==> src/hw/rtl/nnis_pkg.sv <==
// ----------------------------------------------------------------------------
// nnis_pkg
// Shared constants, codes and types of the nearest-neighbor scaler.
// ----------------------------------------------------------------------------
`default_nettype none

package nnis_pkg;

   // parameter defaults
   localparam int MAX_SRC_DIM_DEF = 256;
   localparam int MAX_DST_DIM_DEF = 4096;
   localparam int PIXEL_BITS_DEF  = 24;

   // register and field widths
   localparam int CSR_IDX_W  = 8;
   localparam int CSR_DATA_W = 16;
   localparam int CSR_SRC_W  = 9;
   localparam int CSR_DST_W  = 13;
   localparam int ROWCOL_W   = 12;

   // decoupling queue depth
   localparam int QUEUE_DEPTH = 4;

   // register indexes
   localparam logic [CSR_IDX_W-1:0] REG_SRC_ROWS = 8'd0;
   localparam logic [CSR_IDX_W-1:0] REG_SRC_COLS = 8'd1;
   localparam logic [CSR_IDX_W-1:0] REG_DST_ROWS = 8'd2;
   localparam logic [CSR_IDX_W-1:0] REG_DST_COLS = 8'd3;

   // register reset values
   localparam logic [CSR_SRC_W-1:0] RST_SRC_DIM = 9'd256;
   localparam logic [CSR_DST_W-1:0] RST_DST_DIM = 13'd256;

   // opcodes
   localparam logic OP_LOAD = 1'b0;
   localparam logic OP_EMIT = 1'b1;

   // control part of a queue entry
   typedef struct packed {
      logic is_emit;
      logic frame_done;
   } nnis_ctl_type;

   function automatic int addr_width(input int max_src);
      return $clog2(max_src * max_src);
   endfunction

   function automatic int entry_width(input int max_src, input int pixel_bits);
      return $bits(nnis_ctl_type) + 2 * ROWCOL_W + addr_width(max_src) + pixel_bits;
   endfunction

endpackage

`default_nettype wire

==> src/hw/rtl/nnis_channels.sv <==
// ----------------------------------------------------------------------------
// nnis channels
// Valid/ready channel interfaces: pixel requests, results, register writes.
// ----------------------------------------------------------------------------
`default_nettype none

interface nnis_req_if #(
   parameter int PIXEL_BITS = nnis_pkg::PIXEL_BITS_DEF
);
   logic                  valid;
   logic                  ready;
   logic                  opcode;
   logic [PIXEL_BITS-1:0] pixel_in;

   modport source (output valid, output opcode, output pixel_in, input ready);
   modport sink   (input valid, input opcode, input pixel_in, output ready);
endinterface


interface nnis_csr_if;
   logic                            valid;
   logic                            ready;
   logic [nnis_pkg::CSR_IDX_W-1:0]  index;
   logic [nnis_pkg::CSR_DATA_W-1:0] data;

   modport source (output valid, output index, output data, input ready);
   modport sink   (input valid, input index, input data, output ready);
endinterface

`default_nettype wire

==> src/hw/rtl/nnis_div.sv <==
// ----------------------------------------------------------------------------
// nnis_div
// Restoring divider, one quotient bit per cycle.
// ----------------------------------------------------------------------------
`default_nettype none

module nnis_div #(
   parameter int NW = 20,
   parameter int DW = 13
) (
   input  logic          clock,
   input  logic          reset,
   input  logic          start,
   input  logic [NW-1:0] dividend,
   input  logic [DW-1:0] divisor,
   output logic          done,
   output logic [NW-1:0] quotient,
   output logic [DW-1:0] remainder
);

   localparam int CNT_W = $clog2(NW + 1);

   logic             busy_ff, busy_in;
   logic             done_ff, done_in;
   logic [CNT_W-1:0] cnt_ff, cnt_in;
   logic [NW-1:0]    quo_ff, quo_in;
   logic [DW-1:0]    rem_ff, rem_in;
   logic [DW-1:0]    dvs_ff, dvs_in;
   logic [DW:0]      rem_sh;
   logic [DW:0]      rem_sub;
   logic             fits;

   always_comb begin
      rem_sh  = {rem_ff, quo_ff[NW-1]};
      fits    = rem_sh >= {1'b0, dvs_ff};
      rem_sub = rem_sh - {1'b0, dvs_ff};
      busy_in = busy_ff;
      done_in = 1'b0;
      cnt_in  = cnt_ff;
      quo_in  = quo_ff;
      rem_in  = rem_ff;
      dvs_in  = dvs_ff;
      if (start) begin
         busy_in = 1'b1;
         cnt_in  = CNT_W'(NW);
         quo_in  = dividend;
         rem_in  = '0;
         dvs_in  = divisor;
      end else if (busy_ff) begin
         quo_in = {quo_ff[NW-2:0], fits};
         rem_in = fits ? rem_sub[DW-1:0] : rem_sh[DW-1:0];
         cnt_in = cnt_ff - CNT_W'(1);
         if (cnt_ff == CNT_W'(1)) begin
            busy_in = 1'b0;
            done_in = 1'b1;
         end
      end
   end

   always_ff @(posedge clock) begin
      if (reset) begin
         busy_ff <= 1'b0;
         done_ff <= 1'b0;
      end else begin
         busy_ff <= busy_in;
         done_ff <= done_in;
      end
   end

   always_ff @(posedge clock) begin
      cnt_ff <= cnt_in;
      quo_ff <= quo_in;
      rem_ff <= rem_in;
      dvs_ff <= dvs_in;
   end

   assign done      = done_ff;
   assign quotient  = quo_ff;
   assign remainder = rem_ff;

endmodule

`default_nettype wire

==> src/hw/rtl/nnis_front.sv <==
// ----------------------------------------------------------------------------
// nnis_front
// Register file, load counter, destination stepping and index accumulators.
// ----------------------------------------------------------------------------
`default_nettype none

module nnis_front #(
   parameter int MAX_SRC_DIM = nnis_pkg::MAX_SRC_DIM_DEF,
   parameter int MAX_DST_DIM = nnis_pkg::MAX_DST_DIM_DEF,
   parameter int PIXEL_BITS  = nnis_pkg::PIXEL_BITS_DEF,
   parameter int ENTRY_W     = nnis_pkg::entry_width(MAX_SRC_DIM, PIXEL_BITS)
) (
   input  logic               clock,
   input  logic               reset,
   nnis_req_if.sink           req,
   nnis_csr_if.sink           csr,
   input  logic               q_full,
   output logic               q_push,
   output logic [ENTRY_W-1:0] q_entry
);

   localparam int AW       = nnis_pkg::addr_width(MAX_SRC_DIM);
   localparam int SRC_BITS = $clog2(MAX_SRC_DIM + 1);
   localparam int SW       = (SRC_BITS > nnis_pkg::CSR_SRC_W) ? SRC_BITS : nnis_pkg::CSR_SRC_W;
   localparam int DST_BITS = $clog2(MAX_DST_DIM + 1);
   localparam int DW       = (DST_BITS > nnis_pkg::CSR_DST_W) ? DST_BITS : nnis_pkg::CSR_DST_W;
   localparam int RW       = $clog2(MAX_DST_DIM);
   localparam int NW       = RW + SW;
   localparam int CW       = (RW + 1 > DW) ? RW + 1 : DW;
   localparam int RCW      = nnis_pkg::ROWCOL_W;

   localparam logic [1:0] S_RUN   = 2'd0;
   localparam logic [1:0] S_START = 2'd1;
   localparam logic [1:0] S_WAIT  = 2'd2;

   localparam logic [1:0] SEL_ROW_STEP = 2'd0;
   localparam logic [1:0] SEL_COL_STEP = 2'd1;
   localparam logic [1:0] SEL_ROW_POS  = 2'd2;
   localparam logic [1:0] SEL_COL_POS  = 2'd3;

   // registers
   logic [nnis_pkg::CSR_SRC_W-1:0] src_rows_ff, src_rows_in;
   logic [nnis_pkg::CSR_SRC_W-1:0] src_cols_ff, src_cols_in;
   logic [nnis_pkg::CSR_DST_W-1:0] dst_rows_ff, dst_rows_in;
   logic [nnis_pkg::CSR_DST_W-1:0] dst_cols_ff, dst_cols_in;

   // sequencer
   logic [1:0] state_ff, state_in;
   logic [1:0] sel_ff, sel_in;
   logic       stale_ff, stale_in;

   // counters and accumulators
   logic [AW-1:0] la_ff, la_in;
   logic [AW:0]   count_ff, count_in;
   logic [RW-1:0] row_ff, row_in;
   logic [RW-1:0] col_ff, col_in;
   logic [NW-1:0] rowq_ff, rowq_in;
   logic [DW-1:0] rowr_ff, rowr_in;
   logic [NW-1:0] colq_ff, colq_in;
   logic [DW-1:0] colr_ff, colr_in;
   logic [SW-1:0] rsq_ff, rsq_in;
   logic [DW-1:0] rsr_ff, rsr_in;
   logic [SW-1:0] csq_ff, csq_in;
   logic [DW-1:0] csr_r_ff, csr_r_in;

   // effective dimensions
   logic [SW-1:0] sr_ext, sc_ext, sr, sc;
   logic [DW-1:0] dr_ext, dc_ext, dr, dc;

   logic          csr_wr;
   logic          take;
   logic          is_emit;
   logic [2*SW-1:0] cnt_wide;
   logic [AW-1:0] la_cur;
   logic [AW:0]   la_nxt;
   logic [SW-1:0] r_idx, c_idx;
   logic [2*SW-1:0] addr_wide;
   logic [AW-1:0] q_addr;
   logic [CW-1:0] col_p1, row_p1;
   logic          col_last, row_last;
   logic [DW:0]   rsum, csum;
   logic          rcarry, ccarry;

   logic          div_start;
   logic [NW-1:0] div_dividend;
   logic [DW-1:0] div_divisor;
   logic          div_done;
   logic [NW-1:0] div_quo;
   logic [DW-1:0] div_rem;

   nnis_pkg::nnis_ctl_type q_ctl;

   nnis_div #(
      .NW (NW),
      .DW (DW)
   ) u_div (
      .clock     (clock),
      .reset     (reset),
      .start     (div_start),
      .dividend  (div_dividend),
      .divisor   (div_divisor),
      .done      (div_done),
      .quotient  (div_quo),
      .remainder (div_rem)
   );

   // out-of-range sizes: zero acts as one, too large acts as the maximum
   always_comb begin
      sr_ext = SW'(src_rows_ff);
      sc_ext = SW'(src_cols_ff);
      dr_ext = DW'(dst_rows_ff);
      dc_ext = DW'(dst_cols_ff);
      sr = (sr_ext == '0) ? SW'(1) : ((sr_ext > SW'(MAX_SRC_DIM)) ? SW'(MAX_SRC_DIM) : sr_ext);
      sc = (sc_ext == '0) ? SW'(1) : ((sc_ext > SW'(MAX_SRC_DIM)) ? SW'(MAX_SRC_DIM) : sc_ext);
      dr = (dr_ext == '0) ? DW'(1) : ((dr_ext > DW'(MAX_DST_DIM)) ? DW'(MAX_DST_DIM) : dr_ext);
      dc = (dc_ext == '0) ? DW'(1) : ((dc_ext > DW'(MAX_DST_DIM)) ? DW'(MAX_DST_DIM) : dc_ext);
   end

   assign csr.ready = 1'b1;
   assign csr_wr    = csr.valid;
   assign req.ready = (state_ff == S_RUN) && !stale_ff && !q_full;
   assign take      = req.valid && req.ready;
   assign is_emit   = req.opcode == nnis_pkg::OP_EMIT;
   assign cnt_wide  = sr * sc;
   assign count_in  = cnt_wide[AW:0];

   // source index lookup, clamped in case sizes changed mid-frame
   always_comb begin
      r_idx     = (rowq_ff >= NW'(sr)) ? (sr - SW'(1)) : rowq_ff[SW-1:0];
      c_idx     = (colq_ff >= NW'(sc)) ? (sc - SW'(1)) : colq_ff[SW-1:0];
      addr_wide = (2*SW)'(r_idx) * (2*SW)'(sc) + (2*SW)'(c_idx);
      la_cur    = ({1'b0, la_ff} >= count_ff) ? '0 : la_ff;
      la_nxt    = {1'b0, la_cur} + (AW+1)'(1);
      q_addr    = is_emit ? addr_wide[AW-1:0] : la_cur;
      col_p1    = CW'(col_ff) + CW'(1);
      row_p1    = CW'(row_ff) + CW'(1);
      col_last  = col_p1 >= CW'(dc);
      row_last  = row_p1 >= CW'(dr);
      rsum      = (DW+1)'(rowr_ff) + (DW+1)'(rsr_ff);
      csum      = (DW+1)'(colr_ff) + (DW+1)'(csr_r_ff);
      rcarry    = rsum >= (DW+1)'(dr);
      ccarry    = csum >= (DW+1)'(dc);
   end

   always_comb begin
      q_ctl.is_emit    = is_emit;
      q_ctl.frame_done = col_last && row_last;
      q_push           = take;
      q_entry          = {q_ctl, RCW'(row_ff), RCW'(col_ff), q_addr, req.pixel_in};
   end

   // register writes
   always_comb begin
      src_rows_in = src_rows_ff;
      src_cols_in = src_cols_ff;
      dst_rows_in = dst_rows_ff;
      dst_cols_in = dst_cols_ff;
      if (csr_wr) begin
         case (csr.index)
            nnis_pkg::REG_SRC_ROWS: src_rows_in = csr.data[nnis_pkg::CSR_SRC_W-1:0];
            nnis_pkg::REG_SRC_COLS: src_cols_in = csr.data[nnis_pkg::CSR_SRC_W-1:0];
            nnis_pkg::REG_DST_ROWS: dst_rows_in = csr.data[nnis_pkg::CSR_DST_W-1:0];
            nnis_pkg::REG_DST_COLS: dst_cols_in = csr.data[nnis_pkg::CSR_DST_W-1:0];
            default: ;
         endcase
      end
   end

   // divider operand select
   always_comb begin
      div_start = state_ff == S_START;
      case (sel_ff)
         SEL_ROW_STEP: begin
            div_dividend = NW'(sr);
            div_divisor  = dr;
         end
         SEL_COL_STEP: begin
            div_dividend = NW'(sc);
            div_divisor  = dc;
         end
         SEL_ROW_POS: begin
            div_dividend = NW'(row_ff) * NW'(sr);
            div_divisor  = dr;
         end
         SEL_COL_POS: begin
            div_dividend = NW'(col_ff) * NW'(sc);
            div_divisor  = dc;
         end
         default: begin
            div_dividend = NW'(sr);
            div_divisor  = dr;
         end
      endcase
   end

   // sequencer and counters
   always_comb begin
      state_in = state_ff;
      sel_in   = sel_ff;
      stale_in = stale_ff;
      la_in    = la_ff;
      row_in   = row_ff;
      col_in   = col_ff;
      rowq_in  = rowq_ff;
      rowr_in  = rowr_ff;
      colq_in  = colq_ff;
      colr_in  = colr_ff;
      rsq_in   = rsq_ff;
      rsr_in   = rsr_ff;
      csq_in   = csq_ff;
      csr_r_in = csr_r_ff;

      case (state_ff)
         S_RUN: begin
            if (stale_ff) begin
               state_in = S_START;
               sel_in   = SEL_ROW_STEP;
               stale_in = 1'b0;
            end
         end
         S_START: begin
            state_in = S_WAIT;
         end
         S_WAIT: begin
            if (div_done) begin
               case (sel_ff)
                  SEL_ROW_STEP: begin
                     rsq_in = div_quo[SW-1:0];
                     rsr_in = div_rem;
                  end
                  SEL_COL_STEP: begin
                     csq_in   = div_quo[SW-1:0];
                     csr_r_in = div_rem;
                  end
                  SEL_ROW_POS: begin
                     rowq_in = div_quo;
                     rowr_in = div_rem;
                  end
                  SEL_COL_POS: begin
                     colq_in = div_quo;
                     colr_in = div_rem;
                  end
                  default: ;
               endcase
               if (sel_ff == SEL_COL_POS) begin
                  state_in = S_RUN;
               end else begin
                  state_in = S_START;
                  sel_in   = sel_ff + 2'd1;
               end
            end
         end
         default: state_in = S_RUN;
      endcase

      if (csr_wr) begin
         stale_in = 1'b1;
      end

      if (take && !is_emit) begin
         la_in = (la_nxt >= count_ff) ? '0 : la_nxt[AW-1:0];
      end

      // step the destination position and the matching quotient/remainder pairs
      if (take && is_emit) begin
         if (col_last) begin
            col_in  = '0;
            colq_in = '0;
            colr_in = '0;
            if (row_last) begin
               row_in  = '0;
               rowq_in = '0;
               rowr_in = '0;
            end else begin
               row_in  = row_p1[RW-1:0];
               rowq_in = rowq_ff + NW'(rsq_ff) + NW'(rcarry);
               rowr_in = rcarry ? DW'(rsum - (DW+1)'(dr)) : DW'(rsum);
            end
         end else begin
            col_in  = col_p1[RW-1:0];
            colq_in = colq_ff + NW'(csq_ff) + NW'(ccarry);
            colr_in = ccarry ? DW'(csum - (DW+1)'(dc)) : DW'(csum);
         end
      end
   end

   always_ff @(posedge clock) begin
      if (reset) begin
         src_rows_ff <= nnis_pkg::RST_SRC_DIM;
         src_cols_ff <= nnis_pkg::RST_SRC_DIM;
         dst_rows_ff <= nnis_pkg::RST_DST_DIM;
         dst_cols_ff <= nnis_pkg::RST_DST_DIM;
         state_ff    <= S_RUN;
         sel_ff      <= SEL_ROW_STEP;
         stale_ff    <= 1'b1;
         la_ff       <= '0;
         row_ff      <= '0;
         col_ff      <= '0;
      end else begin
         src_rows_ff <= src_rows_in;
         src_cols_ff <= src_cols_in;
         dst_rows_ff <= dst_rows_in;
         dst_cols_ff <= dst_cols_in;
         state_ff    <= state_in;
         sel_ff      <= sel_in;
         stale_ff    <= stale_in;
         la_ff       <= la_in;
         row_ff      <= row_in;
         col_ff      <= col_in;
      end
   end

   // not reset; count follows the sizes and the recompute pass rebuilds the rest
   always_ff @(posedge clock) begin
      count_ff <= count_in;
      rowq_ff  <= rowq_in;
      rowr_ff  <= rowr_in;
      colq_ff  <= colq_in;
      colr_ff  <= colr_in;
      rsq_ff   <= rsq_in;
      rsr_ff   <= rsr_in;
      csq_ff   <= csq_in;
      csr_r_ff <= csr_r_in;
   end

endmodule

`default_nettype wire

==> src/flat_wrapper.sv <==
// flat-port wrapper written by rule: the top's interface ports become plain ports
module nnis_front_flat 
#(
   parameter int MAX_SRC_DIM = nnis_pkg::MAX_SRC_DIM_DEF,
   parameter int MAX_DST_DIM = nnis_pkg::MAX_DST_DIM_DEF,
   parameter int PIXEL_BITS  = nnis_pkg::PIXEL_BITS_DEF,
   parameter int ENTRY_W     = nnis_pkg::entry_width(MAX_SRC_DIM, PIXEL_BITS)
)
  (clock, reset, q_full, q_push, q_entry, req_valid, req_opcode, req_pixel_in, req_ready, csr_valid, csr_index, csr_data, csr_ready);
  nnis_req_if #(.PIXEL_BITS(PIXEL_BITS)) req_i ();
  nnis_csr_if csr_i ();
  input  logic clock;
  input  logic reset;
  input  logic q_full;
  output logic q_push;
  output logic [ENTRY_W-1:0] q_entry;
  input wire logic [$bits(req_i.valid)-1:0] req_valid;
  input wire logic [$bits(req_i.opcode)-1:0] req_opcode;
  input wire logic [$bits(req_i.pixel_in)-1:0] req_pixel_in;
  output wire logic [$bits(req_i.ready)-1:0] req_ready;
  input wire logic [$bits(csr_i.valid)-1:0] csr_valid;
  input wire logic [$bits(csr_i.index)-1:0] csr_index;
  input wire logic [$bits(csr_i.data)-1:0] csr_data;
  output wire logic [$bits(csr_i.ready)-1:0] csr_ready;
  assign req_i.valid = req_valid;
  assign req_i.opcode = req_opcode;
  assign req_i.pixel_in = req_pixel_in;
  assign req_ready = req_i.ready;
  assign csr_i.valid = csr_valid;
  assign csr_i.index = csr_index;
  assign csr_i.data = csr_data;
  assign csr_ready = csr_i.ready;
  nnis_front #(.MAX_SRC_DIM(MAX_SRC_DIM), .MAX_DST_DIM(MAX_DST_DIM), .PIXEL_BITS(PIXEL_BITS), .ENTRY_W(ENTRY_W)) u_core (.clock(clock), .reset(reset), .req(req_i), .csr(csr_i), .q_full(q_full), .q_push(q_push), .q_entry(q_entry));
endmodule
==> config.mk <==
export PLATFORM = sky130hd
export DESIGN_NAME = nnis_front_flat
export DESIGN_NICKNAME = d
export VERILOG_FILES = /design/src/hw/rtl/nnis_pkg.sv /design/src/hw/rtl/nnis_channels.sv /design/src/hw/rtl/nnis_div.sv /design/src/hw/rtl/nnis_front.sv /design/src/flat_wrapper.sv
export SDC_FILE = /design/constraint.sdc
export NUM_CORES = 2
export LEC_CHECK = 0
export ABC_AREA = 1
export BUFFER_PORTS_ARGS = -buffer_cell sky130_fd_sc_hd__buf_2
export CORE_ASPECT_RATIO = 0.5
export CORE_MARGIN = 2
export CORE_UTILIZATION = 58
export DETAILED_ROUTE_END_ITERATION = 10
export GPL_ROUTABILITY_DRIVEN = 0
export PLACE_DENSITY_LB_ADDON = 0.15
export SYNTH_ARGS = -nofsm -noshare
export SYNTH_HDL_FRONTEND = slang
export SYNTH_SLANG_ARGS = --single-unit
==> constraint.sdc <==
create_clock -name clock -period 7.6 [get_ports clock]
set_clock_uncertainty 0.15 [all_clocks]
set_input_delay 1.14 -clock clock [delete_from_list [all_inputs] [get_ports clock]]
set_output_delay 1.14 -clock clock [all_outputs]
set_load 0.01 [all_outputs]
==> out/metrics.cfg <==
[yosys]
syn_area_sq_um=30280
synthArstFlopShare_pct=0
synth_seq_cells=272
ys_top_cells_by_area=fa_1, ha_1, edfxtp_1
netlist_instances=4031
synth_cell_types=61
synth_edf_count=112
synth_nets=4671
syn_area_per_cell_sq_um=7.511
synth.largest_area_cell=fa_1
synth-seq-area-share_pct=21.69
synth_top_area_share_pct=16.80
ys_warn_count=0
ys.flop_type=dfxtp_1

[run]
maxCapViolations=0

[pwr]
peakVddDrop_uv=177.5
p_leak_uw=0.01632
p_per_area_nw_per_um2=114.0

[placement]
dp.cells=4767
place_area_sq_um=31730
place_ws_ns=-0.3941
dp_hpwl_microns=69710
io_buffers=70

[setup_path]
crit_fanout=18
slowest_stage=fa_1
critPathCaptureType=output port
start_kind=register
cp.arrival_ns=6.96
crit_required_ns=6.31
slowest_delay_ns=0.53
criticalPathCategory=register to output port
crit_path_frequent_cell=nand2_1

[run_status]
violations=negative setup slack
outcome=complete, but fails checks

[route]
wl_microns=90090
antenna_left=0
dr.pass1.iters=7
dr_total_vias=27799
routed_via_density=5.754
wl_per_cell_microns=18.65
first_iter_violations=2752
remaining_drc_errors=0

[floorplanning]
die_width_microns=327.1
die_area_sq_um=54150
chipHeight_microns=165.6
pin_count=123
start_util_pct=58.50
rows=59
core-area_sq_um=51750

[sta]
drv_slew=0
fin_crit_ns=8.247
worst-slew-pin-transition_ns=1.208
fmax_ghz=0.1213
setup_slack_ns=-0.6469
setup_viol_count_final=10
rsz0062_at_grt=yes
slew_headroom_pct=19.17
hold_viol_final=0
fin_crit_sh_pct=108.5

[global_route]
grt_pass1_vias=25978
grt_pass1_wl_microns=138600
grt_usage_pct=32.73
grt_overflow_total=0
grt_max_degree=56
antenna_found_initial=1

[final_layout]
nets=4748
layout_common_cells=nand2_1, inv_1, nor2_1
antennaDiodeCount=0
final_area_sq_um=33410
fin_cells=4831
drive_gt1_share_pct=9.879
area_growth_pct=10.36
final_common_cell=nand2_1
nFillCells=4562

[clock_network]
insertion_delay_ns=0.62
cts_buffers=28
cts.clk_slew.worst_paths_ns=0.07
clockBufferDepth=3
cts_tree=yes
cts-htree-levels=1
hold_buffers=0
root_buffer=clkbuf_16
cts_num_sinks=272

[min_path]
min_path_type=register to register

where the power goes:
group / internal [uW] / switching, uW / total [uW] / leakage (uW)
sequential: 1640 / 74.0 / 1710 / 0.00234
clock: 807 / 701 / 1510 / 0.000486
combinational: 206 / 383 / 589 / 0.0135
total: 2650 / 1160 / 3810 / 0.0163
layout make-up:
| class | instances | area, sq um | share of cell area, % |
|---|---|---|---|
| Clock buffer | 38 | 820.8 | 2.457 |
| Tap cell | 701 | 877.1 | 2.625 |
| Sequential cell | 272 | 6569 | 19.66 |
| Clock inverter | 14 | 145.1 | 0.4344 |
| Timing Repair Buffer | 202 | 1419 | 4.247 |
| Inverter | 667 | 2512 | 7.519 |
| Multi-Input combinational cell | 2937 | 21070 | 63.06 |
worst max-delay path: cells and delay by family, from the launching register on:
kind,cells,cell delay (ns)
fa+ha+maj,7,2.96
buf+inv,13,1.29
compound gates,3,0.23
xor+xnor,1,0.19
simple gates,13,1.37
flops,1,0.32
kinds of logic after synthesis:
kind of cell	share of synthesized area, %
xor+xnor	3.732
buf+inv	10.69
fa+ha+maj	30.52
compound gates	12.73
flops	21.69
simple gates	20.60
other cells	0.01239
mux	0.03306
synth_stat cells, types with 18 or more instances:
master    instances
nand2_1         847
inv_1           649
nor2_1          408
ha_1            332
o21ai_0         282
fa_1            254
a21oi_1         233
dfxtp_1         160
nand3_1         141
edfxtp_1        112
clkbuf_1         98
xor2_1           92
o22ai_1          45
nand4_1          40
nor3_1           40
xnor2_1          37
buf_4            31
o211ai_1         31
buf_2            18
state kept, by name, summed over array words and instances (netlist names), 2 cells and up:
register / flops
u_core.csr_r_ff: 13
u_core.u_div.cnt_ff: 5
u_core.rsr_ff: 13
u_core.rowq_ff: 21
u_core.la_ff: 16
u_core.dc_ext: 13
u_core.rsq_ff: 9
u_core.rowr_ff: 13
u_core.colr_ff: 13
u_core.row_ff: 12
u_core.u_div.quotient: 21
u_core.sr_ext: 9
u_core.csq_ff: 9
u_core.dr_ext: 13
u_core.colq_ff: 21
u_core.count_ff: 17
u_core.u_div.remainder: 13
u_core.u_div.dvs_ff: 13
u_core.state_ff: 2
u_core.sel_ff: 2
u_core.sc_ext: 9
u_core.col_ff: 12
worst paths after layout:
path	from	endpoint	slack, ns	cells past startpoint
hold reg to reg	u_core.u_div.quotient[4]	u_core.csq_ff[4]	0.32	0
setup / recovery	u_core.sr_ext[7]	q_entry[35]	-0.65	37
setup reg to reg	u_core.dr_ext[4]	u_core.rowq_ff[16]	0.94	33
hold / removal	u_core.u_div.quotient[4]	u_core.csq_ff[4]	0.32	0
what timing repair did:
item,CTS,global route
pin swaps,39,59
endpoints found under the setup margin,12,13
cloned,1,0
setup buffers,5,8
resized for setup,99,74
endpoints found under the hold margin,0,0
routing by layer:
| metal | GRT usage (%) | up-vias | part of all wire [%] |
|---|---|---|---|
| met5 | 0 | - | 0.014 |
| met4 | 8.945 | 2 | 2.7 |
| met3 | 6.175 | 151 | 9.4 |
| met2 | 52.44 | 1097 | 44 |
| met1 | 45.61 | 13403 | 44 |
| li1 | - | 13146 | - |
per-stage QoR:
stage	hold slack (ns)	power, uW	TNS, ns	util, %
after global placement	0.2886	2277	-1.361	61.31
after CTS	0.3195	3775	-3.662	63.89
after floorplan	0.2784	2126	0	-
final	0.3203	3808	-4.909	64.57
after global routing	0.3377	3929	-7.468	64.57
after detailed placement	0.3024	2290	-1.949	61.31
(Power assumes the default switching activity.)
