<file path="src/hw/rtl/nnis_pkg.sv">
// ----------------------------------------------------------------------------
// nnis_pkg
// Shared constants, codes and types of the nearest-neighbor scaler.
// ----------------------------------------------------------------------------
`default_nettype none

package nnis_pkg;

   // parameter defaults
   localparam int MAX_SRC_DIM_DEF = 256;
   localparam int MAX_DST_DIM_DEF = 4096;
   localparam int PIXEL_BITS_DEF  = 24;

   // register and field widths
   localparam int CSR_IDX_W  = 8;
   localparam int CSR_DATA_W = 16;
   localparam int CSR_SRC_W  = 9;
   localparam int CSR_DST_W  = 13;
   localparam int ROWCOL_W   = 12;

   // decoupling queue depth
   localparam int QUEUE_DEPTH = 4;

   // register indexes
   localparam logic [CSR_IDX_W-1:0] REG_SRC_ROWS = 8'd0;
   localparam logic [CSR_IDX_W-1:0] REG_SRC_COLS = 8'd1;
   localparam logic [CSR_IDX_W-1:0] REG_DST_ROWS = 8'd2;
   localparam logic [CSR_IDX_W-1:0] REG_DST_COLS = 8'd3;

   // register reset values
   localparam logic [CSR_SRC_W-1:0] RST_SRC_DIM = 9'd256;
   localparam logic [CSR_DST_W-1:0] RST_DST_DIM = 13'd256;

   // opcodes
   localparam logic OP_LOAD = 1'b0;
   localparam logic OP_EMIT = 1'b1;

   // control part of a queue entry
   typedef struct packed {
      logic is_emit;
      logic frame_done;
   } nnis_ctl_type;

   function automatic int addr_width(input int max_src);
      return $clog2(max_src * max_src);
   endfunction

   function automatic int entry_width(input int max_src, input int pixel_bits);
      return $bits(nnis_ctl_type) + 2 * ROWCOL_W + addr_width(max_src) + pixel_bits;
   endfunction

endpackage

`default_nettype wire

</file>
<file path="src/hw/rtl/nnis_fifo.sv">
// ----------------------------------------------------------------------------
// nnis_fifo
// Small register queue between the front and back halves.
// ----------------------------------------------------------------------------
`default_nettype none

module nnis_fifo #(
   parameter int WIDTH = 8,
   parameter int DEPTH = nnis_pkg::QUEUE_DEPTH
) (
   input  logic             clock,
   input  logic             reset,
   input  logic             push,
   input  logic [WIDTH-1:0] wdata,
   output logic             full,
   input  logic             pop,
   output logic [WIDTH-1:0] rdata,
   output logic             empty
);

   localparam int PW = $clog2(DEPTH);
   localparam int CW = $clog2(DEPTH + 1);

   logic [WIDTH-1:0] slots_ff [DEPTH];
   logic [PW-1:0]    wr_ptr_ff, wr_ptr_in;
   logic [PW-1:0]    rd_ptr_ff, rd_ptr_in;
   logic [CW-1:0]    cnt_ff, cnt_in;
   logic             push_ok;
   logic             pop_ok;

   assign full    = cnt_ff == CW'(DEPTH);
   assign empty   = cnt_ff == '0;
   assign push_ok = push && !full;
   assign pop_ok  = pop && !empty;
   assign rdata   = slots_ff[rd_ptr_ff];

   always_comb begin
      wr_ptr_in = wr_ptr_ff;
      rd_ptr_in = rd_ptr_ff;
      cnt_in    = cnt_ff;
      if (push_ok) begin
         wr_ptr_in = (wr_ptr_ff == PW'(DEPTH - 1)) ? '0 : wr_ptr_ff + PW'(1);
      end
      if (pop_ok) begin
         rd_ptr_in = (rd_ptr_ff == PW'(DEPTH - 1)) ? '0 : rd_ptr_ff + PW'(1);
      end
      if (push_ok && !pop_ok) begin
         cnt_in = cnt_ff + CW'(1);
      end else if (pop_ok && !push_ok) begin
         cnt_in = cnt_ff - CW'(1);
      end
   end

   always_ff @(posedge clock) begin
      if (reset) begin
         wr_ptr_ff <= '0;
         rd_ptr_ff <= '0;
         cnt_ff    <= '0;
      end else begin
         wr_ptr_ff <= wr_ptr_in;
         rd_ptr_ff <= rd_ptr_in;
         cnt_ff    <= cnt_in;
      end
   end

   always_ff @(posedge clock) begin
      if (push_ok) begin
         slots_ff[wr_ptr_ff] <= wdata;
      end
   end

endmodule

`default_nettype wire

</file>
<file path="config.mk">
export PLATFORM = sky130hd
export DESIGN_NAME = nnis_fifo
export DESIGN_NICKNAME = d
export VERILOG_FILES = /design/src/hw/rtl/nnis_pkg.sv /design/src/hw/rtl/nnis_fifo.sv
export SDC_FILE = /design/constraint.sdc
export NUM_CORES = 1
export LEC_CHECK = 0
export ABC_AREA = 1
export BUFFER_PORTS_ARGS = -buffer_cell sky130_fd_sc_hd__buf_2
export CORE_MARGIN = 5
export CORE_UTILIZATION = 56
export CTS_BUF_LIST = sky130_fd_sc_hd__clkbuf_4
export DETAILED_ROUTE_END_ITERATION = 8
export PLACE_DENSITY_LB_ADDON = 0.2
export SLEW_MARGIN = 20
export SYNTH_ARGS = -nofsm -noshare
export SYNTH_HDL_FRONTEND = slang
export SYNTH_SLANG_ARGS = --single-unit
</file>
<file path="constraint.sdc">
create_clock -name clock -period 2 [get_ports clock]
set_input_delay 0.1 -clock clock [delete_from_list [all_inputs] [get_ports clock]]
set_output_delay 0.1 -clock clock [all_outputs]
set_load 0.03 [all_outputs]
</file>
==> results of run 1 <==
logic make-up after synthesis:
family,count (synthesis)
AO/OA/AOI/OAI,27
adder cells (fa/ha/maj),7
buffers and inverters,20
AND/OR/NAND/NOR,51
XOR/XNOR,1
flip-flops,41
how the worst max path moves through the flow:
| stage | slack, ns | endpoint | from |
|---|---|---|---|
| floorplan | 0.31 | cnt_ff[1] | cnt_ff[1] |
| global placement | 0.24 | cnt_ff[1] | cnt_ff[1] |
| detailed placement | 0.13 | cnt_ff[1] | cnt_ff[0] |
| CTS | 0.11 | cnt_ff[1] | cnt_ff[1] |
| global route | 0.02 | cnt_ff[2] | cnt_ff[1] |
| finish | 0.12 | cnt_ff[1] | cnt_ff[1] |
flip-flops by register name (all words and copies together), names as in the netlist, named ones only:
| signal | count |
|---|---|
| cnt_ff | 3 |
| rd_ptr_ff | 2 |
| slots_ff | 32 |
| wr_ptr_ff | 2 |
tightest hold or removal path: stages:
cell	delay, ns
buf_2	0.11
a21oi_1	0.06
nor2_1	0.09
layout make-up:
class | count | area share, %
Tap cell | 33 | 2.00
Timing Repair Buffer | 36 | 11.6
Sequential cell | 41 | 55.3
Clock buffer | 5 | 1.82
Multi-Input combinational cell | 86 | 22.9
Inverter | 18 | 3.27
Clock inverter | 3 | 3.15
metrics by stage:
| step | total power [mW] | std cells | hold WS, ns | setup slack (ns) |
|---|---|---|---|---|
| 2_1_floorplan | 1.88 | 147 | 0.172 | 0.310 |
| 3_3_place_gp | 2.10 | 204 | 0.273 | 0.237 |
| 3_5_place_dp | 2.15 | 204 | 0.279 | 0.125 |
| 4_1_cts | 2.81 | 221 | 0.0230 | 0.114 |
| 5_1_grt | 3.00 | 222 | 0.0362 | 0.0170 |
| 6_report | 2.80 | 222 | 0.0312 | 0.116 |
cell usage in the layout (no fill, tap or decap), drive strengths merged, types with 2 or more instances in the layout:
master	count
buf	27
nand3b	2
inv	18
dfxtp	9
nand2	14
clkbuf	5
a21oi	2
edfxtp	32
o21ai	17
o22ai	8
ha	6
dlygate4sd3	9
nor2	33
bufinv	2
routing by layer:
metal / part of all wire (%) / vias up
met2: 54 / 22
li1: - / 585
met3: 4.1 / 5
met5: 0 / -
met4: 1.5 / 0
met1: 40 / 533
report_power, final:
group,total [mW],switching [mW],internal (mW)
registers,1.15,0.0973,1.06
clock network,0.643,0.256,0.387
logic,0.999,0.666,0.333
what timing repair did:
action	in CTS	in global routing
hold endpoints to repair	33	0
gates resized for setup	0	4
endpoints found under the setup margin	0	2
hold buffers	9	0
setup buffers	0	1
==> impl_metrics.sql, run 1 <==
INSERT INTO impl_metrics (metric_group, metric, value, unit) VALUES
('global_routing', 'groute.layer.met3.usage', '5.72', '%'),
('hold_path', 'timing.hold.worst.start', 'push', ''),
('worst_setup_path', 'critPathBufInv', '2', ''),
('global_routing', 'groute.layer.met1.usage', '19.8', '%'),
('worst_setup_path', 'critical_path.max_fanout', '7', ''),
('logic_synthesis', 'synth_seq_area_share', '67.3', '%'),
('place', 'detailed_place.area', '1860', 'um2'),
('cells_and_area', 'multi_input_area', '473', 'um2'),
('pwr', 'vdd_ir_drop_max', '0.000858', 'V'),
('logic_synthesis', 'synth_edf_count', '32', ''),
('logic_synthesis', 'synth_top_family_by_area', 'simple AND/OR/NAND/NOR gates', ''),
('logic_synthesis', 'yosys-top-cells-count', 'nor2_1 (33), edfxtp_1 (32), inv_1 (17), nand2_1 (13), o21ai_0 (13)', ''),
('logic_synthesis', 'post_synth_xor_area_fraction', '0.516', '%'),
('worst_setup_path', 'worst_ep_required_time', '2.26', 'ns'),
('sta', 'min_period', '1.88', 'ns'),
('clock_tree', 'cts_tree', 'yes', ''),
('clock_tree', 'numClockSinks', '41', ''),
('cells_and_area', 'final_layout_size_suffix_gt1_share', '23.3', '%'),
('sta', 'period_share', '94.2', '%'),
('routing', 'detailedRoute.firstIterationViolations', '52', ''),
('logic_synthesis', 'synth_fa_ha_area_share', '5.60', '%'),
('clock_tree', 'cts.root.buffer_cell', 'clkbuf_4', ''),
('sta', 'rsz0062_at_grt', 'false', ''),
('worst_setup_path', 'reg2reg_slack', '0.12', 'ns'),
('clock_tree', 'num_cts_buffers', '5', ''),
('clock_tree', 'clock_tree.htree_level_count', '2', ''),
('cells_and_area', 'number_of_nets_in_the_final_layout', '207', ''),
('floorplanning', 'floorplan.die.height', '65.0', 'um'),
('cells_and_area', 'post-route-cell-area', '2070', 'um2'),
('logic_synthesis', 'synth_top_flop_cell', 'edfxtp_1', ''),
('global_routing', 'first_global_vias', '1124', ''),
('cells_and_area', 'syn_to_final_growth', '21.8', '%'),
('worst_setup_path', 'path_depth', '9', ''),
('logic_synthesis', 'syn_avg_cell_area', '11.5', 'um2'),
('cells_and_area', 'final-seq-area', '1140', 'um2'),
('logic_synthesis', 'synth-simple-area-share', '12.1', '%'),
('worst_setup_path', 'path_delay_family', 'adder cells', ''),
('clock_tree', 'clk_pin_slew', '0.13', 'ns'),
('outcome', 'outcome', 'completed', ''),
('sta', 'worst_slew_pin_slew', '0.347', 'ns'),
('sta', 'drv_slew', '0', ''),
('worst_setup_path', 'worst_r2r_startpoint', 'cnt_ff[1]', ''),
('place', 'finalWeightedCongestion', '0.789', ''),
('global_routing', 'overflow', '0', ''),
('worst_setup_path', 'crit_path_end_kind', 'flop', ''),
('clock_tree', 'clock_insertion_delay_worst_skew', '0.35', 'ns'),
('logic_synthesis', 'yosys-top-cells-area', 'edfxtp_1 (57%), dfxtp_1 (11%), nor2_1 (7.3%)', ''),
('place', 'hpwlAfterDp', '2090', 'um'),
('worst_setup_path', 'critPathKind', 'reg2reg', ''),
('floorplanning', 'die_area', '4230', 'um2'),
('worst_setup_path', 'timing.rr.end', 'cnt_ff[1]', ''),
('worst_setup_path', 'worst-r2r-cell-count', '9', ''),
('floorplanning', 'rows', '20', ''),
('sta', 'slew-limit-headroom', '76.8', '%'),
('worst_setup_path', 'critPathLaunchType', 'flop', ''),
('clock_tree', 'cts_buffer_depth', '2', ''),
('flow_run', 'maxCapViolations', '0', ''),
('routing', 'detail_route.drc_violations', '0', ''),
('logic_synthesis', 'yosysWarningCount', '0', ''),
('worst_setup_path', 'worst_path_largest_cell_delay', '0.41', 'ns'),
('cells_and_area', 'final_core_util', '69.4', '%'),
('logic_synthesis', 'post-synth-top-area-fraction', '56.6', '%'),
('sta', 'timing.final.hold_violations', '0', ''),
('logic_synthesis', 'yosys.area.top_type', 'edfxtp_1', ''),
('logic_synthesis', 'synth-seq-cells', '41', ''),
('global_routing', 'antenna_found_initial', '0', ''),
('cells_and_area', 'fillers', '231', ''),
('routing', 'wirelength', '3020', 'um'),
('hold_path', 'timing.hold.worst_path_depth', '3', ''),
('pwr', 'static-leakage-power', '0.858', 'nW'),
('routing', 'vias', '1145', '');
Power figures use the tool's default switching activity.
==> inputs of run 2 (changes only) <==
--- a/config.mk
+++ b/config.mk
@@ -8,7 +8,7 @@
 export ABC_AREA = 1
 export BUFFER_PORTS_ARGS = -buffer_cell sky130_fd_sc_hd__buf_2
 export CORE_MARGIN = 5
-export CORE_UTILIZATION = 56
+export CORE_UTILIZATION = 58
 export CTS_BUF_LIST = sky130_fd_sc_hd__clkbuf_4
 export DETAILED_ROUTE_END_ITERATION = 8
 export PLACE_DENSITY_LB_ADDON = 0.2
==> run 2 against run 1 <==
  * Via count grew 0.79%
  * Maximum frequency grew 2.4%
  * Clock power shrank 20%
  * Utilization grew 4.5 points
  * Sequential cell count is the same
  * Register-to-register slack gained 0.04 ns
  * Sequential power is essentially flat
  * Final cell count shrank 0.45%
  * Hold slack gained 0.050 ns
  * First-iteration DRC count shrank 17%
  * Sequential share of layout area grew 0.33 points
  * Largest cell class unchanged
  * Highest routed layer unchanged
==> impl_metrics.sql, run 2 (synthesis gave the netlist of run 1 again) <==
INSERT INTO impl_metrics (metric_group, metric, value, unit) VALUES
('outcome', 'outcome', 'completed', ''),
('floorplanning', 'pin_count', '22', ''),
('pwr', 'power.density', '1310', 'nW/um2'),
('pwr', 'netSwitchingPower', '1.03', 'mW'),
('global_routing', 'grt_pass1_wl', '5630', 'um'),
('global_routing', 'first_global_vias', '1232', ''),
('worst_setup_path', 'worst_ep_required_time', '2.24', 'ns'),
('routing', 'detailedRoute.firstIterationViolations', '43', ''),
('pwr', 'swShare', '38.2', '%'),
('routing', 'drt-wirelength-per-cell', '14.9', 'um'),
('worst_setup_path', 'crit_path_end_kind', 'flop', ''),
('sta', 'timing.final.hold_violations', '0', ''),
('pwr', 'static-leakage-power', '0.854', 'nW'),
('worst_setup_path', 'critical_path.max_fanout', '7', ''),
('worst_setup_path', 'critical_path.cell_chain', 'nor2_2, nand2_2, nand2_4, inv_1, ha_1, inv_1, fa_1, o21ai_0, nor2_1', ''),
('floorplanning', 'rows', '19', ''),
('cells_and_area', 'registers.top_by_ff_count', 'slots_ff', ''),
('place', 'place.port_buffers', '21', ''),
('cells_and_area', 'largest_registers', 'slots_ff x32, cnt_ff x3', ''),
('global_routing', 'gr-usage-all-layers', '18.5', '%'),
('sta', 'worst_slew_pin_slew', '0.348', 'ns'),
('routing', 'wirelength', '3300', 'um'),
('sta', 'min_period', '1.84', 'ns'),
('clock_tree', 'numClockSinks', '41', ''),
('clock_tree', 'clock_insertion_delay_worst_skew', '0.33', 'ns'),
('place', 'finalWeightedCongestion', '0.839', ''),
('worst_setup_path', 'reg2reg_slack', '0.16', 'ns'),
('floorplanning', 'die_w', '64.1', 'um'),
('hold_path', 'end_of_the_worst_hold_path', 'wr_ptr_ff[1]', ''),
('clock_tree', 'cts.root.buffer_cell', 'clkbuf_4', ''),
('worst_setup_path', 'critical_path.slowest_cell', 'fa_1', ''),
('cells_and_area', 'number_of_nets_in_the_final_layout', '208', ''),
('sta', 'setup_ws_post_layout', '0.159', 'ns'),
('pwr', 'internal_portion_of_total_power', '1.67', 'mW'),
('worst_setup_path', 'worst-r2r-cell-count', '9', ''),
('floorplanning', 'coreArea', '2780', 'um2'),
('pwr', 'p_clk_share', '19.2', '%'),
('flow_run', 'maxCapViolations', '0', ''),
('place', 'hpwlAfterDp', '2360', 'um'),
('routing', 'route.antenna.remaining_nets', '0', ''),
('hold_path', 'timing.hold.worst_path_depth', '3', ''),
('pwr', 'vdd_ir_drop_max', '0.00119', 'V'),
('worst_setup_path', 'worst_r2r_startpoint', 'cnt_ff[1]', ''),
('worst_setup_path', 'critical-path-top-cell-by-count', 'inv_1', ''),
('sta', 'slew-limit-headroom', '76.7', '%'),
('clock_tree', 'clock_tree.htree_level_count', '2', ''),
('hold_path', 'worst_hold_path_type', 'in2reg', ''),
('sta', 'period_share', '92.0', '%'),
('sta', 'drv_slew', '0', ''),
('global_routing', 'grt_max_degree', '17', ''),
('cells_and_area', 'syn_to_final_growth', '21.2', '%'),
('clock_tree', 'num_cts_buffers', '5', ''),
('place', 'dpl_worst_slack', '0.141', 'ns'),
('worst_setup_path', 'worst-endpoint-arrival', '2.08', 'ns'),
('sta', 'maximum_clock_frequency', '543', 'MHz'),
('cells_and_area', 'final_layout_size_suffix_gt1_share', '24.2', '%'),
('cells_and_area', 'antennaDiodeCount', '0', ''),
('floorplanning', 'die_area', '4110', 'um2'),
('hold_path', 'timing.hold.worst.start', 'push', ''),
('pwr', 'power.share.sequential', '43.1', '%'),
('routing', 'drt-vias-per-instance', '5.22', ''),
('sta', 'rsz0062_at_grt', 'false', ''),
('clock_tree', 'cts_setup_buffers', '0', ''),
('global_routing', 'overflow', '0', ''),
('floorplanning', 'floorplan.die.height', '64.1', 'um'),
('floorplanning', 'start_util', '61.0', '%'),
('sta', 'fin_worst_skew', '0.00651', 'ns'),
('pwr', 'p_comb_share', '37.8', '%'),
('routing', 'drt-pass1-iter-count', '4', ''),
('cells_and_area', 'highest_count_cells_in_the_layout_ignoring_fill_and_taps', 'nor2_1 (32), edfxtp_1 (32), buf_2 (21), inv_1 (17), o21ai_0 (13)', ''),
('worst_setup_path', 'timing.rr.end', 'cnt_ff[1]', ''),
('routing', 'detail_route.drc_violations', '0', ''),
('cells_and_area', 'largest_register_ff_count', '32', ''),
('sta', 'final_setup_fails', '0', ''),
('sta', 'finalSetupTns', '0', 'ns'),
('worst_setup_path', 'critPathLaunchType', 'flop', ''),
('worst_setup_path', 'critPathKind', 'reg2reg', ''),
('global_routing', 'antenna_found_initial', '0', ''),
('routing', 'vias', '1154', ''),
('clock_tree', 'clk_pin_slew', '0.11', 'ns'),
('clock_tree', 'cts_buffer_depth', '2', ''),
('clock_tree', 'cts_tree', 'yes', ''),
('worst_setup_path', 'worst_path_largest_cell_delay', '0.41', 'ns');
[run 2: changes by cell type in the layout (fill, tap and decap cells not counted)]
cell	delta
buf_4	+1
clkinv_1	+1
nand2_1	-1
nand2_4	+1
bufinv_16	-1
clkbuf_4	+1
dfxtp_1	-1
clkinv_2	-1
dfxtp_2	+1
[run 2: per-stage QoR]
| stage | hold WS (ns) | utilization, % | std cells | area [um2] | total power, mW |
|---|---|---|---|---|---|
| after floorplan | 0.172 | - | 147 | 1700 | 1.88 |
| after detailed placement | 0.274 | 67.3 | 204 | 1870 | 2.16 |
| after CTS | 0.0394 | 73.3 | 221 | 2040 | 2.70 |
| after global placement | 0.276 | 67.3 | 204 | 1870 | 2.11 |
| after global routing | 0.0896 | 74.0 | 221 | 2060 | 2.90 |
| final | 0.0814 | 74.0 | 221 | 2060 | 2.70 |
[run 2: power groups by stage]
stage	Clock [mW]	Sequential [mW]	Combinational (mW)
6_report	0.517	1.16	1.02
4_1_cts	0.536	1.15	1.01
2_1_floorplan	0	1.14	0.735
3_3_place_gp	0	1.16	0.942
3_5_place_dp	0	1.17	0.990
5_1_grt	0.579	1.18	1.15
[run 2: area by class of cell]
| type | count | area [um2] |
|---|---|---|
| Multi-Input combinational cell | 86 | 480 |
| Sequential cell | 41 | 1140 |
| Fill cell | 200 | 724 |
| Tap cell | 31 | 38.8 |
| Timing Repair Buffer | 37 | 248 |
| Inverter | 18 | 67.6 |
| Clock inverter | 2 | 33.8 |
| Clock buffer | 6 | 45.0 |
[run 2: worst max-delay path, delay by kind of cell (launching register included)]
kind / cells / cell delay [ns]
flip-flops: 1 / 0.36
adder cells (fa/ha/maj): 2 / 0.61
AND/OR/NAND/NOR: 4 / 0.43
buffers and inverters: 2 / 0.14
AO/OA/AOI/OAI: 1 / 0.20
[run 2: layer usage]
layer  part of all wire, %  track usage [%]
met5                     0                0
met4                   1.7             8.57
met3                   4.1             4.38
met2                    56             34.8
met1                    38             19.1
[run 2: worst max path at each step]
stage	startpoint	end	slack, ns	depth (start not counted)
floorplan	cnt_ff[1]	cnt_ff[1]	0.31	9
global placement	cnt_ff[1]	cnt_ff[1]	0.23	9
finish	cnt_ff[1]	cnt_ff[1]	0.16	9
detailed placement	cnt_ff[0]	cnt_ff[2]	0.14	13
CTS	cnt_ff[0]	cnt_ff[2]	0.13	12
global route	cnt_ff[1]	cnt_ff[1]	0.02	9
[run 2: repair_timing]
item / in CTS / in global routing
gates resized for setup: 0 / 7
endpoints found under the setup margin: 0 / 2
hold endpoints to repair: 33 / 0
hold buffers: 9 / 0
==> inputs of run 3 (changes only) <==
--- a/config.mk
+++ b/config.mk
@@ -7,11 +7,13 @@
 export LEC_CHECK = 0
 export ABC_AREA = 1
 export BUFFER_PORTS_ARGS = -buffer_cell sky130_fd_sc_hd__buf_2
-export CORE_MARGIN = 5
+export CAP_MARGIN = 10
+export CORE_MARGIN = 4
 export CORE_UTILIZATION = 58
 export CTS_BUF_LIST = sky130_fd_sc_hd__clkbuf_4
 export DETAILED_ROUTE_END_ITERATION = 8
 export PLACE_DENSITY_LB_ADDON = 0.2
+export SETUP_SLACK_MARGIN = 0.4
 export SLEW_MARGIN = 20
 export SYNTH_ARGS = -nofsm -noshare
 export SYNTH_HDL_FRONTEND = slang
==> run 3 against run 2 <==
  * Critical path type unchanged
  * Hold slack gained 0.013 ns
  * Die area shrank 6.1%
  * Highest routed layer unchanged
  * Non-clock buffer count grew 8
  * Global-route usage grew 0.91 points
==> impl_metrics.sql, run 3 (synthesis gave the netlist of run 1 again) <==
INSERT INTO impl_metrics (metric_group, metric, value, unit) VALUES
('pwr', 'internal_portion_of_total_power', '1.71', 'mW'),
('floorplanning', 'rows', '19', ''),
('sta', 'drv_slew', '0', ''),
('floorplanning', 'start_util', '61.0', '%'),
('place', 'hpwlAfterDp', '2210', 'um'),
('floorplanning', 'die_w', '62.1', 'um'),
('global_routing', 'first_global_vias', '1243', ''),
('worst_setup_path', 'worst_r2r_startpoint', 'cnt_ff[0]', ''),
('cells_and_area', 'number_of_nets_in_the_final_layout', '216', ''),
('flow_run', 'maxCapViolations', '0', ''),
('sta', 'period_share', '82.6', '%'),
('floorplanning', 'coreArea', '2780', 'um2'),
('worst_setup_path', 'worst-endpoint-arrival', '1.90', 'ns'),
('cells_and_area', 'final_layout_size_suffix_gt1_share', '33.8', '%'),
('worst_setup_path', 'critPathKind', 'reg2reg', ''),
('cells_and_area', 'multi_input_area', '524', 'um2'),
('clock_tree', 'numClockSinks', '41', ''),
('worst_setup_path', 'timing.rr.end', 'cnt_ff[2]', ''),
('routing', 'detail_route.drc_violations', '0', ''),
('pwr', 'p_comb_share', '45.0', '%'),
('cells_and_area', 'largest_register_ff_count', '32', ''),
('place', 'dpl_worst_slack', '0.279', 'ns'),
('sta', 'maximum_clock_frequency', '606', 'MHz'),
('worst_setup_path', 'worst_ep_required_time', '2.25', 'ns'),
('routing', 'drt-vias-per-instance', '5.23', ''),
('cells_and_area', 'antennaDiodeCount', '0', ''),
('hold_path', 'timing.hold.worst_path_depth', '3', ''),
('place', 'finalWeightedCongestion', '0.835', ''),
('sta', 'worst_slew_pin_slew', '0.314', 'ns'),
('cells_and_area', 'registers.top_by_ff_count', 'slots_ff', ''),
('cells_and_area', 'syn_to_final_growth', '27.3', '%'),
('clock_tree', 'cts.root.buffer_cell', 'clkbuf_4', ''),
('clock_tree', 'cts_tree', 'yes', ''),
('clock_tree', 'clock_tree.htree_level_count', '2', ''),
('cells_and_area', 'largest_registers', 'slots_ff x32, cnt_ff x3', ''),
('worst_setup_path', 'worst-r2r-cell-count', '12', ''),
('worst_setup_path', 'crit_path_end_kind', 'flop', ''),
('pwr', 'netSwitchingPower', '1.12', 'mW'),
('clock_tree', 'clock_insertion_delay_worst_skew', '0.33', 'ns'),
('global_routing', 'grt_pass1_wl', '5310', 'um'),
('cells_and_area', 'fillers', '174', ''),
('place', 'placed_cells_incl_taps', '202', ''),
('sta', 'setup_ws_post_layout', '0.349', 'ns'),
('cells_and_area', 'highest_count_cells_in_the_layout_ignoring_fill_and_taps', 'nor2_1 (32), edfxtp_1 (32), buf_2 (19), buf_4 (15), inv_1 (13)', ''),
('sta', 'slew-limit-headroom', '79.0', '%'),
('outcome', 'outcome', 'completed', ''),
('pwr', 'swShare', '39.6', '%'),
('pwr', 'static-leakage-power', '0.898', 'nW'),
('routing', 'vias', '1198', ''),
('sta', 'finalSetupTns', '0', 'ns'),
('routing', 'drt-wirelength-per-cell', '14.3', 'um'),
('place', 'place.port_buffers', '21', ''),
('sta', 'fin_worst_skew', '0.00760', 'ns'),
('clock_tree', 'num_cts_buffers', '5', ''),
('worst_setup_path', 'critical_path.max_fanout', '4', ''),
('pwr', 'p_clk_share', '13.9', '%'),
('floorplanning', 'die_area', '3850', 'um2'),
('global_routing', 'gr-usage-all-layers', '19.4', '%'),
('cells_and_area', 'final-seq-area', '1150', 'um2'),
('cells_and_area', 'final_core_util', '77.6', '%'),
('sta', 'timing.final.hold_violations', '0', ''),
('hold_path', 'end_of_the_worst_hold_path', 'wr_ptr_ff[1]', ''),
('global_routing', 'grt_max_degree', '17', ''),
('hold_path', 'worst_hold_path_type', 'in2reg', ''),
('routing', 'detailedRoute.firstIterationViolations', '37', ''),
('sta', 'rsz0062_at_grt', 'true', ''),
('sta', 'min_period', '1.65', 'ns'),
('global_routing', 'overflow', '0', ''),
('clock_tree', 'clk_pin_slew', '0.12', 'ns'),
('pwr', 'power.share.sequential', '41.1', '%'),
('routing', 'drt-pass1-iter-count', '4', ''),
('pwr', 'power.density', '1310', 'nW/um2'),
('floorplanning', 'pin_count', '22', ''),
('cells_and_area', 'finish.cell_count_without_fillers', '229', ''),
('routing', 'wirelength', '3280', 'um'),
('pwr', 'vdd_ir_drop_max', '0.00111', 'V'),
('sta', 'hold-worst-slack', '0.0939', 'ns'),
('sta', 'final_setup_fails', '0', ''),
('hold_path', 'timing.hold.worst.start', 'push', ''),
('global_routing', 'antenna_found_initial', '0', ''),
('worst_setup_path', 'critPathLaunchType', 'flop', ''),
('clock_tree', 'cts_buffer_depth', '2', ''),
('floorplanning', 'floorplan.die.height', '62.1', 'um'),
('worst_setup_path', 'reg2reg_slack', '0.35', 'ns'),
('routing', 'route.antenna.remaining_nets', '0', '');
==> run 3: critical path, stage by stage, from the launching register on <==
cell	delay, ns
dfxtp_4	0.37
nor2_4	0.14
nand2_4	0.08
nand2_4	0.08
ha_4	0.15
inv_4	0.04
fa_2	0.36
inv_2	0.08
nand2_2	0.06
nand3_2	0.05
nand2_1	0.05
inv_1	0.06
nor2_1	0.04
==> run 3: final cells by class <==
| cell class | count | share of cell area (%) |
|---|---|---|
| Inverter | 18 | 3.48 |
| Clock buffer | 6 | 2.09 |
| Multi-Input combinational cell | 86 | 24.3 |
| Clock inverter | 2 | 0.463 |
| Sequential cell | 41 | 53.4 |
| Tap cell | 31 | 1.80 |
| Timing Repair Buffer | 45 | 14.5 |
==> run 3: per-layer routing <==
metal  vias to the layer above  track usage (%)  routed length, um
li1                        603                -                  -
met1                       558             22.7               1330
met2                        33             34.3               1740
met3                         4             4.34                176
met4                         0             8.18                 36
met5                         -                0                  0
==> run 3: how the worst max path moves through the flow <==
stage                   start   endpoint  slack (ns)  depth (start not counted)
detailed placement  cnt_ff[0]  cnt_ff[2]        0.28                         13
CTS                 cnt_ff[1]  cnt_ff[1]        0.36                          9
floorplan           cnt_ff[0]  cnt_ff[2]        0.40                         13
global route        cnt_ff[0]  cnt_ff[2]        0.20                         11
finish              cnt_ff[0]  cnt_ff[2]        0.35                         12
global placement    cnt_ff[0]  cnt_ff[1]        0.35                          9
==> run 3: per-stage QoR <==
step	power (mW)	area [um2]
6_report	2.83	2160
5_1_grt	3.04	2160
4_1_cts	2.71	2090
3_5_place_dp	2.21	1880
3_3_place_gp	2.16	1880
2_1_floorplan	1.92	1720
==> run 3: what timing repair did <==
action / in CTS / in global routing
pin swaps: 6 / 6
cloned: 0 / 0
hold buffers: 9 / 0
resized for setup: 10 / 11
hold endpoints to repair: 33 / 0
buffers inserted: 4 / 6
endpoints found under the setup margin: 10 / 9
==> run 3: power groups by stage <==
stage / registers (mW) / clock network, mW / logic [mW]
6_report: 1.16 / 0.395 / 1.27
2_1_floorplan: 1.15 / 0 / 0.771
4_1_cts: 1.16 / 0.399 / 1.15
3_3_place_gp: 1.18 / 0 / 0.979
3_5_place_dp: 1.19 / 0 / 1.03
5_1_grt: 1.18 / 0.448 / 1.41
